## config.mk

```make
export PLATFORM = sky130hd
export DESIGN_NAME = integer_field_formatter
export DESIGN_NICKNAME = d
export VERILOG_FILES = /design/src/hw/rtl/ifmt_pkg.sv /design/src/hw/rtl/ifmt_bcd.sv /design/src/hw/rtl/integer_field_formatter.sv
export SDC_FILE = /design/constraint.sdc
export NUM_CORES = 1
export LEC_CHECK = 0
export CAP_MARGIN = 20
export CORE_MARGIN = 5
export CORE_UTILIZATION = 55
export CTS_CLUSTER_DIAMETER = 50
export DETAILED_ROUTE_END_ITERATION = 8
export DONT_BUFFER_PORTS = 1
export GPL_TIMING_DRIVEN = 0
export PLACE_DENSITY = 0.72
export SYNTH_ARGS = -nofsm -noshare
export SYNTH_HDL_FRONTEND = slang
export SYNTH_SLANG_ARGS = --single-unit
export TNS_END_PERCENT = 30
```

## constraint.sdc

```tcl
create_clock -name clk -period 22 [get_ports clk]
set_input_delay 1.1 -clock clk [delete_from_list [all_inputs] [get_ports clk]]
set_output_delay 1.1 -clock clk [all_outputs]
set_load 0.1 [all_outputs]
```

## src/hw/rtl/ifmt_pkg.sv

```systemverilog
// ----------------------------------------------------------------------------
// Integer field formatter package
// Item types, conversion codes, character constants and the digit-to-ASCII
// mapping shared by the formatter modules.
// ----------------------------------------------------------------------------
package ifmt_pkg;

	localparam logic [5:0] MAX_FIELD = 6'd60;
	localparam int         VAL_W     = 32;
	localparam int         NUM_DIG   = 10;
	localparam int         CNT_W     = 7;

	localparam logic [1:0] CONV_SDEC = 2'd0;
	localparam logic [1:0] CONV_UDEC = 2'd1;
	localparam logic [1:0] CONV_HEXL = 2'd2;
	localparam logic [1:0] CONV_HEXU = 2'd3;

	localparam logic [7:0] CH_ZERO  = 8'h30;
	localparam logic [7:0] CH_MINUS = 8'h2d;
	localparam logic [7:0] CH_SPACE = 8'h20;
	localparam logic [7:0] CH_UPPER = 8'h41;
	localparam logic [7:0] CH_LOWER = 8'h61;

	typedef struct packed {
		logic [31:0] value;
		logic [1:0]  conversion;
		logic [5:0]  field_width;
		logic [5:0]  min_digits;
		logic        has_dot;
		logic        zero_pad;
		logic        left_align;
	} arg_t;

	typedef struct packed {
		logic [7:0]  char_code;
		logic        last;
		logic [31:0] total_count;
	} chr_t;

	function automatic logic [7:0] digit_char(input logic [3:0] d, input logic upper);
		logic [7:0] base;
		base = upper ? CH_UPPER : CH_LOWER;
		if (d < 4'd10) begin
			return CH_ZERO + {4'h0, d};
		end else begin
			return base + {4'h0, d} - 8'd10;
		end
	endfunction

endpackage

```

## src/hw/rtl/ifmt_bcd.sv

```systemverilog
// ----------------------------------------------------------------------------
// Bit-serial binary to BCD converter
// Shift-and-add-three conversion of a 32-bit word into ten decimal digits,
// one input bit per cycle.
// ----------------------------------------------------------------------------
module ifmt_bcd (
	input  logic                             clk,
	input  logic                             arst_n,
	input  logic                             start,
	input  logic [ifmt_pkg::VAL_W-1:0]       bin,
	output logic                             busy,
	output logic [4*ifmt_pkg::NUM_DIG-1:0]   bcd
);
	import ifmt_pkg::*;

	localparam int STEP_W = $clog2(VAL_W + 1);

	logic [STEP_W-1:0]      cnt_q;
	logic [VAL_W-1:0]       bin_q;
	logic [4*NUM_DIG-1:0]   bcd_q;
	logic [4*NUM_DIG-1:0]   adj;

	always_comb begin
		for (int i = 0; i < NUM_DIG; i++) begin
			adj[i*4 +: 4] = (bcd_q[i*4 +: 4] >= 4'd5) ? bcd_q[i*4 +: 4] + 4'd3
				: bcd_q[i*4 +: 4];
		end
	end

	always_ff @(posedge clk or negedge arst_n) begin
		if (!arst_n) begin
			cnt_q <= '0;
		end else if (start) begin
			cnt_q <= STEP_W'(VAL_W);
		end else if (cnt_q != '0) begin
			cnt_q <= cnt_q - STEP_W'(1);
		end
	end

	always_ff @(posedge clk) begin
		if (start) begin
			bin_q <= bin;
			bcd_q <= '0;
		end else if (cnt_q != '0) begin
			bcd_q <= {adj[4*NUM_DIG-2:0], bin_q[VAL_W-1]};
			bin_q <= {bin_q[VAL_W-2:0], 1'b0};
		end
	end

	assign busy = (cnt_q != '0);
	assign bcd  = bcd_q;

	a_start_idle: assert property (@(posedge clk) disable iff (!arst_n)
		start |-> cnt_q == '0)
		else $error("conversion started while busy");

endmodule

```

## src/hw/rtl/integer_field_formatter.sv

```systemverilog
// ----------------------------------------------------------------------------
// Integer field formatter
// Formats one 32-bit integer as a printf-style decimal or hex field and emits
// it one ASCII character per item, last character marked, with a running
// character count.
// ----------------------------------------------------------------------------
// Sequence: decimal items pass through the bit-serial BCD converter (one
// bit per cycle), then the planning state; hex items skip the converter.
// Flow: a new item is taken only when idle, after the last one is emitted;
// within a segment, one character per cycle when the sink keeps up.
// Reset: arst_n clears the sequencer, output valid and the character count;
// payload and digit registers are not reset.
// ----------------------------------------------------------------------------
module integer_field_formatter (
	input  logic           clk,
	input  logic           arst_n,
	input  logic           arg_valid,
	output logic           arg_ready,
	input  ifmt_pkg::arg_t arg,
	output logic           chr_valid,
	input  logic           chr_ready,
	output ifmt_pkg::chr_t chr
);
	import ifmt_pkg::*;

	localparam logic [2:0] S_IDLE = 3'd0;
	localparam logic [2:0] S_CONV = 3'd1;
	localparam logic [2:0] S_PLAN = 3'd2;
	localparam logic [2:0] S_LSP  = 3'd3;
	localparam logic [2:0] S_SIGN = 3'd4;
	localparam logic [2:0] S_ZERO = 3'd5;
	localparam logic [2:0] S_DIG  = 3'd6;
	localparam logic [2:0] S_RSP  = 3'd7;

	logic [2:0]           state_q;
	logic [CNT_W-1:0]     cnt_q;
	logic [CNT_W-1:0]     rem_q;
	logic [31:0]          count_q;
	logic                 chr_valid_q;
	chr_t                 chr_q;

	logic                 neg_q, upper_q, dot_q, zp_q, la_q, show_q;
	logic [5:0]           w_q, p_q;
	logic [4*NUM_DIG-1:0] digits_q;
	logic [CNT_W-1:0]     zeros_q, space_q;
	logic [3:0]           ndig_q;

	logic                 accept, is_dec, neg_c, start, conv_busy;
	logic [VAL_W-1:0]     mag_c;
	logic [4*NUM_DIG-1:0] bcd;

	logic [3:0]           nd_c;
	logic                 any_c, show_c, zeff_c;
	logic [CNT_W-1:0]     len_c, prec_c, w7, zeros_c, tot_c, space_c, rem_c;

	logic                 emit_st, slot_free, load, advance;
	logic [2:0]           nxt_state;
	logic [CNT_W-1:0]     nxt_cnt;
	logic [3:0]           dig_idx;
	logic [7:0]           ch;

	// accept side
	assign arg_ready = (state_q == S_IDLE);
	assign accept    = arg_valid && arg_ready;
	assign is_dec    = (arg.conversion == CONV_SDEC) || (arg.conversion == CONV_UDEC);
	assign neg_c     = (arg.conversion == CONV_SDEC) && arg.value[VAL_W-1];
	assign mag_c     = neg_c ? (VAL_W'(0) - arg.value) : arg.value;
	assign start     = accept && is_dec;

	ifmt_bcd u_bcd (
		.clk    (clk),
		.arst_n (arst_n),
		.start  (start),
		.bin    (mag_c),
		.busy   (conv_busy),
		.bcd    (bcd)
	);

	// field plan
	always_comb begin
		nd_c  = 4'd1;
		any_c = 1'b0;
		for (int i = 0; i < NUM_DIG; i++) begin
			if (digits_q[i*4 +: 4] != 4'd0) begin
				nd_c  = 4'(i + 1);
				any_c = 1'b1;
			end
		end
		show_c  = !(dot_q && (p_q == 6'd0) && !any_c);
		len_c   = show_c ? ({3'b0, nd_c} + {6'b0, neg_q}) : '0;
		prec_c  = {1'b0, p_q} + {6'b0, (neg_q && (p_q != 6'd0))};
		zeff_c  = zp_q && !dot_q && !la_q;
		w7      = {1'b0, w_q};
		if (prec_c > len_c) begin
			zeros_c = prec_c - len_c;
		end else if (zeff_c && (w7 > len_c)) begin
			zeros_c = w7 - len_c;
		end else begin
			zeros_c = '0;
		end
		tot_c   = len_c + zeros_c;
		space_c = ((w7 > tot_c) && !zeff_c) ? (w7 - tot_c) : '0;
		rem_c   = tot_c + space_c;
	end

	// emission
	assign emit_st   = (state_q >= S_LSP);
	assign slot_free = !chr_valid_q || chr_ready;
	assign load      = emit_st && (cnt_q != '0) && slot_free;
	assign advance   = emit_st && (cnt_q == '0);
	assign nxt_state = state_q + 3'd1;
	assign dig_idx   = cnt_q[3:0] - 4'd1;

	always_comb begin
		case (nxt_state)
			S_SIGN:  nxt_cnt = {6'b0, neg_q};
			S_ZERO:  nxt_cnt = zeros_q;
			S_DIG:   nxt_cnt = show_q ? {3'b0, ndig_q} : '0;
			S_RSP:   nxt_cnt = la_q ? space_q : '0;
			default: nxt_cnt = '0;
		endcase
	end

	always_comb begin
		case (state_q)
			S_SIGN:  ch = CH_MINUS;
			S_ZERO:  ch = CH_ZERO;
			S_DIG:   ch = digit_char(digits_q[{dig_idx, 2'b00} +: 4], upper_q);
			default: ch = CH_SPACE;
		endcase
	end

	always_ff @(posedge clk or negedge arst_n) begin
		if (!arst_n) begin
			state_q     <= S_IDLE;
			cnt_q       <= '0;
			rem_q       <= '0;
			count_q     <= '0;
			chr_valid_q <= 1'b0;
		end else begin
			case (state_q)
				S_IDLE: begin
					if (accept) begin
						state_q <= is_dec ? S_CONV : S_PLAN;
					end
				end
				S_CONV: begin
					if (!conv_busy) begin
						state_q <= S_PLAN;
					end
				end
				S_PLAN: begin
					state_q <= S_LSP;
					cnt_q   <= la_q ? '0 : space_c;
					rem_q   <= rem_c;
				end
				default: begin
					if (advance) begin
						state_q <= (state_q == S_RSP) ? S_IDLE : nxt_state;
						cnt_q   <= nxt_cnt;
					end else if (load) begin
						cnt_q   <= cnt_q - CNT_W'(1);
						rem_q   <= rem_q - CNT_W'(1);
						count_q <= count_q + 32'd1;
					end
				end
			endcase
			if (load) begin
				chr_valid_q <= 1'b1;
			end else if (chr_ready) begin
				chr_valid_q <= 1'b0;
			end
		end
	end

	always_ff @(posedge clk) begin
		if (accept) begin
			neg_q   <= neg_c;
			upper_q <= (arg.conversion == CONV_HEXU);
			w_q     <= (arg.field_width > MAX_FIELD) ? MAX_FIELD : arg.field_width;
			p_q     <= (arg.min_digits > MAX_FIELD) ? MAX_FIELD : arg.min_digits;
			dot_q   <= arg.has_dot;
			zp_q    <= arg.zero_pad;
			la_q    <= arg.left_align;
			if (!is_dec) begin
				digits_q <= {8'h00, mag_c};
			end
		end
		if (state_q == S_CONV && !conv_busy) begin
			digits_q <= bcd;
		end
		if (state_q == S_PLAN) begin
			zeros_q <= zeros_c;
			space_q <= space_c;
			ndig_q  <= nd_c;
			show_q  <= show_c;
		end
		if (load) begin
			chr_q.char_code   <= ch;
			chr_q.last        <= (rem_q == CNT_W'(1));
			chr_q.total_count <= count_q + 32'd1;
		end
	end

	assign chr_valid = chr_valid_q;
	assign chr       = chr_q;

	a_count_step: assert property (@(posedge clk) disable iff (!arst_n)
		load |=> chr_valid && (chr.total_count == $past(count_q) + 32'd1))
		else $error("character count out of step");

	a_rem_live: assert property (@(posedge clk) disable iff (!arst_n)
		(emit_st && (cnt_q != '0)) |-> (rem_q != '0))
		else $error("segment holds characters beyond field length");

	a_rem_done: assert property (@(posedge clk) disable iff (!arst_n)
		((state_q == S_RSP) && (cnt_q == '0)) |-> (rem_q == '0))
		else $error("field closed with characters outstanding");

endmodule

```

==> impl_metrics.sql <==
INSERT INTO impl_metrics (metric_group, metric, value, unit) VALUES
('drt', 'drt-vias-per-instance', '5.82', ''),
('drt', 'drc', '0', ''),
('drt', 'vias', '10402', ''),
('timing', 'worst_pin_slew', '1050', 'ps'),
('synth', 'avgSynthCellArea', '9.70', 'um^2'),
('drt', 'detailedRoute.firstPassIterationCount', '5', ''),
('setup_path', 'crit_path_max_incr_delay', '720', 'ps'),
('final_layout', 'antenna_cells', '0', ''),
('synth', 'synth_sequential_area_ratio', '48.8', '%'),
('die', 'fp-row-count', '57', ''),
('setup_path', 'worstReg2RegStart', 'digits_q[4]', ''),
('timing', 'totalNegativeSetupSlack', '0', 'ps'),
('timing', 'final-max-slew-violation-count', '0', ''),
('timing', 'timing.clock.skew', '11.1', 'ps'),
('timing', 'achievable-frequency', '111', 'MHz'),
('timing', 'layout_worst_path_cycle_share', '40.9', '%'),
('setup_path', 'path_common_cell', 'ha_1', ''),
('timing', 'slew_headroom', '30.1', '%'),
('drt', 'detail-route-antenna-nets', '0', ''),
('final_layout', 'num-nets-final', '1563', ''),
('die', 'die-height', '167', 'um'),
('clocking', 'clkSinkCount', '244', ''),
('synth', 'synth_cells', '1405', ''),
('setup_path', 'crit_fanout', '6', ''),
('synth', 'ys_seq_elements', '244', ''),
('clocking', 'cts-resized-gates', '0', ''),
('synth', 'synth_compound_area_share', '13.5', '%'),
('place', 'placement.io_buffers', '0', ''),
('die', 'ports_placed_on_the_boundary', '96', ''),
('synth', 'mappedNetlistArea', '0.0136', 'mm^2'),
('grt', 'grtUsageTotal', '22.5', '%'),
('power_and_ir_drop', 'leakagePower', '5.82', 'nW'),
('drt', 'detail_route.wl_per_cell', '18.0', 'um'),
('grt', 'grt_antenna_before_repair', '0', ''),
('synth', 'yosys_warnings', '0', ''),
('synth', 'synth-async-reset-ratio', '23.0', '%'),
('timing', 'finalCriticalPeriod', '8990', 'ps'),
('synth', 'yosys.area_share.adder', '6.61', '%'),
('clocking', 'insertion_delay', '540', 'ps'),
('clocking', 'cts_hold_repair.buffers', '0', ''),
('synth', 'synth-xor-area-share', '8.59', '%'),
('setup_path', 'critical-path-slowest-cell', 'nor4_1', ''),
('clocking', 'worst_setup_hold_path_clk_slew', '60', 'ps'),
('place', 'place_hpwl', '23800', 'um'),
('die', 'core-area', '0.0244', 'mm^2'),
('synth', 'synth_top_family_by_area', 'simple AND/OR/NAND/NOR gates', ''),
('power_and_ir_drop', 'peakVddDrop', '60.2', 'uV'),
('grt', 'grt_remaining_overflow', '0', ''),
('clocking', 'post_cts.repair.setup_buffers', '0', ''),
('setup_path', 'required', '22420', 'ps'),
('final_layout', 'synthToLayoutAreaGrowth', '10.8', '%'),
('clocking', 'htree_levels', '1', ''),
('die', 'dieArea', '0.0280', 'mm^2'),
('clocking', 'clockRootBuffer', 'clkbuf_16', ''),
('synth', 'synth_ff_type', 'edfxtp_1', ''),
('power_and_ir_drop', 'power.density_cell_area', '66.1', 'mW/mm^2'),
('setup_path', 'crit-reg2reg-capture', 'rem_q[4]', ''),
('run', 'cap_violations', '0', ''),
('grt', 'vias_in_the_first_global_route', '10135', ''),
('place', 'pre_cts_ws', '13180', 'ps'),
('setup_path', 'timing.critical_path.arrival', '9410', 'ps'),
('die', 'floorplan.initialDensity', '55.9', '%'),
('setup_path', 'worstSetupPathType', 'reg -> reg', ''),
('synth', 'synthDistinctLibCells', '69', ''),
('setup_path', 'cp-end-kind', 'register', ''),
('synth', 'number_of_enable_flip_flop_cells_after_synthesis', '148', ''),
('timing', 'final_critical_path_setup_slack', '13010', 'ps'),
('clocking', 'tritoncts', 'built', ''),
('synth', 'yosys.area_share.simple', '16.7', '%'),
('drt', 'drtIter0Drc', '770', ''),
('worst_hold_path', 'min_path_type', 'in -> async', ''),
('timing', 'rsz_0062_raised_after_global_routing', 'false', ''),
('setup_path', 'r2r_setup_slack', '13010', 'ps'),
('setup_path', 'worstSetupStartpointType', 'register', ''),
('die', 'die_w', '167', 'um'),
('final_layout', 'drive_above_1_share', '5.19', '%'),
('clocking', 'total_clock_buffers_created_by_cts', '29', ''),
('grt', 'grt_pass1_wl', '52000', 'um'),
('drt', 'finalWirelength', '32100', 'um'),
('synth', 'post_synth_mux_area_share', '2.25', '%'),
('status', 'run_status', 'completed', ''),
('clocking', 'clock_tree.buffer_depth', '3', ''),
('timing', 'final_hold_viol_count', '0', ''),
('place', 'gp_congestion', '0.901', ''),
('timing', 'report.final.setup_viol', '0', ''),
('grt', 'pin_count_of_the_biggest_net_entering_global_routing', '57', ''),
('setup_path', 'reg2regPathDepth', '39', '');
==> power by group <==
| group | total, W | switching (W) | internal [W] | leakage [nW] |
|---|---|---|---|---|
| Sequential | 0.000483 | 0.0000000000000000000755 | 0.000483 | 2.42 |
| Clock | 0.000485 | 0.000193 | 0.000292 | 0.468 |
| Combinational | 0.0000294 | 0.0000180 | 0.0000114 | 2.94 |
==> metal layers <==
metal  track usage, %  wire length [um]  share of wire (%)  vias to the layer above
met2             40.1             16400                 51                      308
met3             3.06              1580                4.9                       61
met1             29.0             13400                 42                     4999
met5                0                 0                  0                        -
li1                 -                 -                  -                     5034
met4             5.50               702                2.2                        0
==> layout make-up <==
type,instances,area (um^2)
plain buffers,61,234
repair buffers,3,55.1
clock buffers,31,743
fillers,2007,9300
multi-input cells,1035,6530
well taps,324,405
flip-flops and latches,244,6650
inverters,67,251
clock inverters,22,233
==> layout by cell type (no fill, tap or decap), types with 8 or more instances in the layout <==
cell type  synthesis  routed
and3_1            12      12
a22oi_1           10      10
or3_1              8       8
nand3_1           42      42
o21ai_0           63      62
a21oi_1          172     171
o22ai_1           10      10
nor3b_1           11      11
a211oi_1          12      12
edfxtp_1         148     148
mux4_2             8       8
clkbuf_16          0      29
and2_1            12      12
inv_1             65      65
nor4_1            18      18
nand2b_1          24      24
nor2_1           179     179
xnor2_1           78      78
mux2i_1           10      10
clkbuf_1          56      57
nand2_1          124     123
dfrtp_1           56      56
dfxtp_1           40      40
xor2_1            53      53
nor3_1            19      19
a21o_1            13      13
ha_1              64      64
==> how the worst max path moves through the flow <==
stage	start	to	slack, ps	cells after the start
2_1_floorplan	digits_q[25]	rem_q[4]	14550	33
3_3_place_gp	digits_q[4]	rem_q[4]	13360	39
3_5_place_dp	digits_q[4]	rem_q[4]	13180	39
4_1_cts	digits_q[4]	rem_q[4]	13180	39
5_1_grt	digits_q[4]	rem_q[6]	12260	39
6_report	digits_q[4]	rem_q[4]	13010	39
==> cell usage after synthesis, types with 3 or more instances <==
library cell	instances	area, um^2
a211oi_1	12	90.1
a21o_1	13	97.6
a21oi_1	172	861
a22oi_1	10	75.1
a31oi_1	7	43.8
and2_1	12	75.1
and3_1	12	75.1
buf_1	3	11.3
clkbuf_1	56	210
dfrtp_1	56	1400
dfxtp_1	40	801
edfxtp_1	148	4440
fa_1	5	100
ha_1	64	801
inv_1	65	244
mux2i_1	10	100
mux4_2	8	180
nand2_1	124	465
nand2b_1	24	150
nand3_1	42	210
nand4_1	7	43.8
nor2_1	179	672
nor2b_1	7	43.8
nor3_1	19	95.1
nor3b_1	11	82.6
nor4_1	18	113
o21ai_0	63	315
o21ai_1	4	20.0
o22ai_1	10	62.6
o31ai_1	7	52.6
or2_2	4	25.0
or3_1	8	50.1
or4_1	7	52.6
xnor2_1	78	683
xor2_1	53	464
==> kinds of logic (layout without fill, tap and decap cells) <==
family | count (synthesis) | in the layout
muxes | 20 | 20
and+or+nand+nor | 487 | 487
AOI/OAI and AO/OA | 323 | 323
DFF | 244 | 244
adders and majority gates | 69 | 69
buffers and inverters | 128 | 184
xor gates and xnor gates | 132 | 132
other | 2 | 4
==> state kept, by name (all words and copies together), names as in the netlist, 7 cells and up <==
register / flops
chr: 40
digits_q: 40
u_bcd.bcd: 40
count_q: 32
u_bcd.bin_q: 32
cnt_q: 7
rem_q: 7
space_q: 7
zeros_q: 7
==> critical path: cells and delay by family, from the launching register on <==
family	cells	cell delay, ps
AO/OA/AOI/OAI	15	2920
flip-flops	1	400
XOR/XNOR	3	580
buffers and inverters	2	310
AND/OR/NAND/NOR	12	2730
adder cells (fa/ha/maj)	7	1950
==> stage by stage <==
| step | cell area [um^2] | hold WS, ps | power (W) | cells | utilization [%] |
|---|---|---|---|---|---|
| finish | 15100 | 254 | 0.000998 | 1787 | 61.9 |
| global route | 15100 | 233 | 0.00103 | 1787 | 61.9 |
| CTS | 15100 | 239 | 0.00100 | 1787 | 61.9 |
| detailed placement | 14100 | 470 | 0.000522 | 1734 | 57.9 |
| global placement | 14000 | 459 | 0.000521 | 1731 | 57.6 |
| floorplan | 13600 | 445 | 0.000515 | 1407 | - |
Power figures use the tool's default switching activity.
